<file path="src/rtl/suk_set_pkg.sv">
// shared constants, types and control codes for the sorted key set
package suk_set_pkg;

    localparam int CAPACITY  = 64;
    localparam int KEY_W     = 32;
    localparam int POS_W     = $clog2(CAPACITY + 1);
    localparam int OUT_CNT_W = 7;

    localparam logic [1:0] OP_FIND   = 2'd0;
    localparam logic [1:0] OP_INSERT = 2'd1;
    localparam logic [1:0] OP_REMOVE = 2'd2;

    typedef enum logic {
        ST_IDLE,
        ST_APPLY
    } state_t;

    // update command broadcast to every cell
    typedef struct packed {
        logic ins;
        logic rem;
    } cell_upd_t;

    // what one cell shows its neighbors
    typedef struct packed {
        logic [KEY_W-1:0] key;
        logic             valid;
        logic             lt;
    } cell_view_t;

endpackage

</file>
<file path="src/rtl/suk_cell.sv">
// one slot of the sorted key chain: holds a key, compares it, shifts with neighbors
module suk_cell (
    input  logic                             aclk,
    input  logic                             aresetn,
    input  logic                             cmp_en,
    input  logic [suk_set_pkg::KEY_W-1:0]    cmp_key,
    input  logic [suk_set_pkg::KEY_W-1:0]    new_key,
    input  suk_set_pkg::cell_upd_t           upd,
    input  suk_set_pkg::cell_view_t          left_view,
    input  suk_set_pkg::cell_view_t          right_view,
    output suk_set_pkg::cell_view_t          view,
    output logic                             eq
);

    logic [suk_set_pkg::KEY_W-1:0] key_reg, key_next;
    logic                          valid_reg, valid_next;
    logic                          lt_reg;
    logic                          eq_reg;

    always_comb begin
        key_next   = key_reg;
        valid_next = valid_reg;
        if (upd.ins && !lt_reg) begin
            if (left_view.lt) begin
                // boundary slot takes the new key
                key_next   = new_key;
                valid_next = 1'b1;
            end else begin
                key_next   = left_view.key;
                valid_next = left_view.valid;
            end
        end else if (upd.rem && !lt_reg) begin
            key_next   = right_view.key;
            valid_next = right_view.valid;
        end
    end

    always_ff @(posedge aclk) begin
        key_reg <= key_next;
        if (!aresetn) begin
            valid_reg <= 1'b0;
            lt_reg    <= 1'b0;
            eq_reg    <= 1'b0;
        end else begin
            valid_reg <= valid_next;
            if (cmp_en) begin
                lt_reg <= valid_reg && ($signed(key_reg) < $signed(cmp_key));
                eq_reg <= valid_reg && (key_reg == cmp_key);
            end
        end
    end

    assign view.key   = key_reg;
    assign view.valid = valid_reg;
    assign view.lt    = lt_reg;
    assign eq         = eq_reg;

endmodule
</file>
<file path="config.mk">
export PLATFORM = sky130hd
export DESIGN_NAME = suk_cell
export DESIGN_NICKNAME = d
export VERILOG_FILES = /design/src/rtl/suk_set_pkg.sv /design/src/rtl/suk_cell.sv
export SDC_FILE = /design/constraint.sdc
export NUM_CORES = 1
export LEC_CHECK = 0
export ABC_AREA = 1
export BUFFER_PORTS_ARGS = -buffer_cell sky130_fd_sc_hd__buf_2
export CAP_MARGIN = 20
export CORE_UTILIZATION = 40
export DETAILED_ROUTE_END_ITERATION = 8
export PLACE_DENSITY = 0.77
export SYNTH_ARGS = -nofsm -noshare
export SYNTH_HDL_FRONTEND = slang
export SYNTH_SLANG_ARGS = --single-unit
</file>
<file path="constraint.sdc">
create_clock -name aclk -period 3.5 [get_ports aclk]
set_clock_uncertainty 0.05 [all_clocks]
set_input_delay 1.05 -clock aclk [delete_from_list [all_inputs] [get_ports aclk]]
set_output_delay 1.05 -clock aclk [all_outputs]
set_load 0.1 [all_outputs]
</file>
# Word-level counts from Yosys, hierarchy flattened
# Index checks and enable logic that the tools add are counted.
# W data, S select, Z words.
[totals] register_bits=35 latch_bits=0 ramBits=0 mem_bits_ro=0 in_bits=137 out_inout_bits=35 wordCells=18 mem_count=0
[classes] addsub=0 n_mul=0 div=0 n_lt_le_gt_ge=1 n_eq_ne=1 shifts=0 n_mux=6 bitwise_logic=0 n_reduce_logical=6
[ops] operator="$mux W32" n=3
[ops] operator="$eq A32 B32 Y1" n=1
[ops] operator="$lt A32 B32 Y1" n=1
[ops] operator="$logic_and A1 B1 Y1" n=4
[ops] operator="$mux W1" n=3
[ops] operator="$reduce_bool A2 Y1" n=1
[ops] operator="$logic_not A1 Y1" n=1

# Logic depth before layout (Yosys ltp)
[logic_depth] word_depth=4 ltp_mapped=16 mapped_depth_nobuf=16

# Worst setup path after synthesis
# OpenSTA, ideal clock, no wires.
[synth_path] path_type="input-to-reg" startpoint="in upd[1] (netlist bit)" endpoint="reg valid_reg" setup_time_ps=78 t_arrival_ps=2857 t_required_ps=3372 path_slack_ps=516 path_stages=4 path_buffers=0 path_cell_list="nor2_1 > nor2_1 > o21ai_0 > a31oi_1"
[synth_via] elab_chain_cells=2 word_cells_on_any_way=3 classes_between="1 x mux; 2 x reduce/logical"
[synth_lines] element="from (decl)" line_no="suk_cell.sv:8" text="input suk_set_pkg::cell_upd_t upd,"
[synth_lines] element="$logic_and A1 B1 Y1 *" line_no="suk_cell.sv:23" text="if (upd.ins && !lt_reg) begin"
[synth_lines] element="$mux W1 / $reduce_bool A2 Y1 (equally long branches)"
[synth_lines] element="to (signal assigned)" line_no="suk_cell.sv:45" text="valid_reg <= valid_next;"
[synth_lines] element="to (decl)" line_no="suk_cell.sv:16" text="logic valid_reg, valid_next;"
# Mark *: on every way between the ends. The rest lies on a longest branch, timed or not.
# A chain may end at the register's enable or synchronous reset.

# Worst setup path after layout
[layout_path] startpoint="in left_view[0] (netlist bit)" endpoint="reg key_reg[22] (netlist bit) (data pin)"
[layout_via] elab_chain_cells=2
[layout_lines] element="from (decl)" line_no="suk_cell.sv:9" text="input suk_set_pkg::cell_view_t left_view,"
[layout_lines] element="$mux W32" line_no="suk_cell.sv:24" text="if (left_view.lt) begin"
[layout_lines] element="$mux W32" line_no="suk_cell.sv:23"
[layout_lines] element="named net key_next, one bit" line_no="suk_cell.sv:15" text="logic [suk_set_pkg::KEY_W-1:0] key_reg, key_next;"
[layout_lines] element="to (signal assigned)" line_no="suk_cell.sv:39" text="key_reg <= key_next;"
[layout_lines] element="to (decl)" line_no="suk_cell.sv:15"
# The timed path passes the listed nets, and every way through them passes these cells.

==> flow_summary.ini <==
[grt]
grt_pass1_vias = 2904
grt_max_degree = 35
grt_overflow = 0
antenna_found_initial = 0
grt_pass1_wl_mm = 12.2
grtUsageTotal_pct = 21.9

[logic_synthesis]
synth_warnings = 0
ys_seq_elements = 35
syn_inst = 337
ys_types = 24
syn-mean-instance-area_sq_um = 7.79
yosysSeqAreaShare_pct = 38.9
netlist_area_sq_um = 2620
synth_nets = 506

[cts]
cts_max_level = 2
numCtsBuffers = 5
cts.hold.buffers_added = 0
cts_sinks = 35
cts_max_path_buffers = 2
cts_root_buf = clkbuf_8
clkTransAtPathRegs_ps = 80
cts_setup_buffers = 0
cts_tree = yes
clk_latency_ps = 280
cts_resized = 0

[finish]
nFillCells = 601
syn2layout_area_growth_pct = 38.7
largest_reg_flops = 32
fin_util_pct = 57.3
nNetsFinal = 673
insertedDiodeCount = 0
drive_above_1_share_pct = 38.0
layout_common_cells = 170 x buf_2, 66 x nand2_1, 54 x o21ai_0
final_common_cell = buf_2

[worst_setup_path]
start_kind = primary input
crit-reg2reg-launch = key_reg[19]
crit_fanout = 34
crit_path_end = key_reg[22]
r2r-end = lt_reg
cp.required_ps = 3490
ff2ff_setup_slack_ps = 1680
worstPathArrival_ps = 2550
critPathCaptureType = flip-flop
rr_worst_depth = 9
path_class = in2reg
crit_start = left_view[0]

[drt]
wl_mm = 7.45
drc = 0
vias = 2850
ant_nets = 0
first_iter_violations = 77
avgViaCountPerCell = 4.90
routedWlPerCell_microns = 12.8
firstDrtPassIters = 4

[sta]
period_needed_ps = 2560
final-setup-viol-count = 0
post-route-period-util_pct = 73.3
finalMaxSlewViolations = 0
max_freq_ghz = 0.390
tightest_slew_ps = 711
final_hold_viol_count = 0
grt_setup_unrepaired = no
fin_setup_tns_ps = 0
slew_headroom_pct = 52.5

[status]
status = finished clean

[die]
fp.dieW_microns = 83.0
dieArea_sq_um = 6890
num_rows = 29
start_util_pct = 41.3
io_pins = 172
coreArea_sq_um = 6350
die_height_microns = 83.0

[power]
power.density_nw_per_um2 = 434
ir_drop_mv = 0.304
leakagePower_nw = 1.98

[place]
hpwl_mm = 6.02
portBuffers = 170
place.gp.congestion = 0.918

[min_path]
worst_hold_path_type = reg2reg

[run]
drv_cap = 0
## routing by layer
layer | track usage, % | vias up | share of wire [%] | wire, microns
li1 | - | 1454 | - | -
met1 | 23.1 | 1280 | 40 | 2980
met2 | 42.6 | 105 | 53 | 3920
met3 | 5.07 | 11 | 6.0 | 447
met4 | 6.43 | 0 | 1.3 | 99
met5 | 0 | - | 0 | 0
## cell type report
cell class,instances,area [sq um],share of cell area (%)
tap,77,96.3,2.65
multi-input combinational,241,1370,37.7
clock buffer,7,86.3,2.37
inverter,47,176,4.85
timing repair buffer,174,881,24.2
clock inverter,1,5.00,0.138
sequential,35,1020,28.1
## cells in the mapped netlist
master / n / area [sq um]
o21ai_0: 54 / 270
nand2_2: 3 / 18.8
o21a_2: 1 / 8.76
clkbuf_1: 12 / 45.0
nand2_1: 66 / 248
nand4_1: 3 / 18.8
nor2_2: 2 / 12.5
dfxtp_1: 3 / 60.1
a21o_1: 2 / 15.0
nand3_1: 1 / 5.00
o21ai_1: 15 / 75.1
ha_1: 32 / 400
clkinv_1: 1 / 3.75
nand3_2: 2 / 20.0
a21oi_2: 1 / 8.76
a31oi_1: 1 / 6.26
edfxtp_1: 32 / 961
buf_4: 2 / 15.0
nor2_1: 40 / 150
o21a_1: 1 / 7.51
a21oi_1: 15 / 75.1
nor3_1: 1 / 5.00
nor4_4: 1 / 21.3
inv_1: 46 / 173
## power by group
part | switching [mW] | total [mW] | internal (mW)
Sequential | 0.0287 | 0.549 | 0.520
Clock | 0.142 | 0.300 | 0.159
Combinational | 0.549 | 0.729 | 0.180
## how the worst min path moves through the flow
stage | slack [ps] | from | depth (start not counted) | endpoint
2_1_floorplan | 440 | lt_reg | 2 | lt_reg
3_3_place_gp | 400 | eq | 2 | eq
3_5_place_dp | 410 | eq | 2 | eq
4_1_cts | 420 | eq | 2 | eq
5_1_grt | 460 | eq | 2 | eq
6_report | 430 | eq | 2 | eq
## logic make-up (layout without fill, tap and decap cells)
logic type      after synthesis  after routing  synth area share, %
buf+inv                      61            229                 9.01
compound gates               90             90                 17.8
simple gates                119            119                 19.0
flops                        35             35                 38.9
fa+ha+maj                    32             32                 15.3
## worst max-delay path: stages
cell and delay (ps):
buf_2 450, inv_1 500, buf_4 330, nor2_1 90
o21ai_0 100
## through the flow
stage	instances	setup WS [ps]	cell area (sq um)	hold WS [ps]	power, mW
after floorplan	337	516	2620	442	1.11
final	582	936	3640	432	1.58
after global placement	574	713	3550	404	1.27
after detailed placement	574	612	3550	411	1.29
after CTS	582	931	3640	424	1.59
after global routing	582	754	3640	456	1.67
No activity file was read; power rests on OpenSTA's default activity.
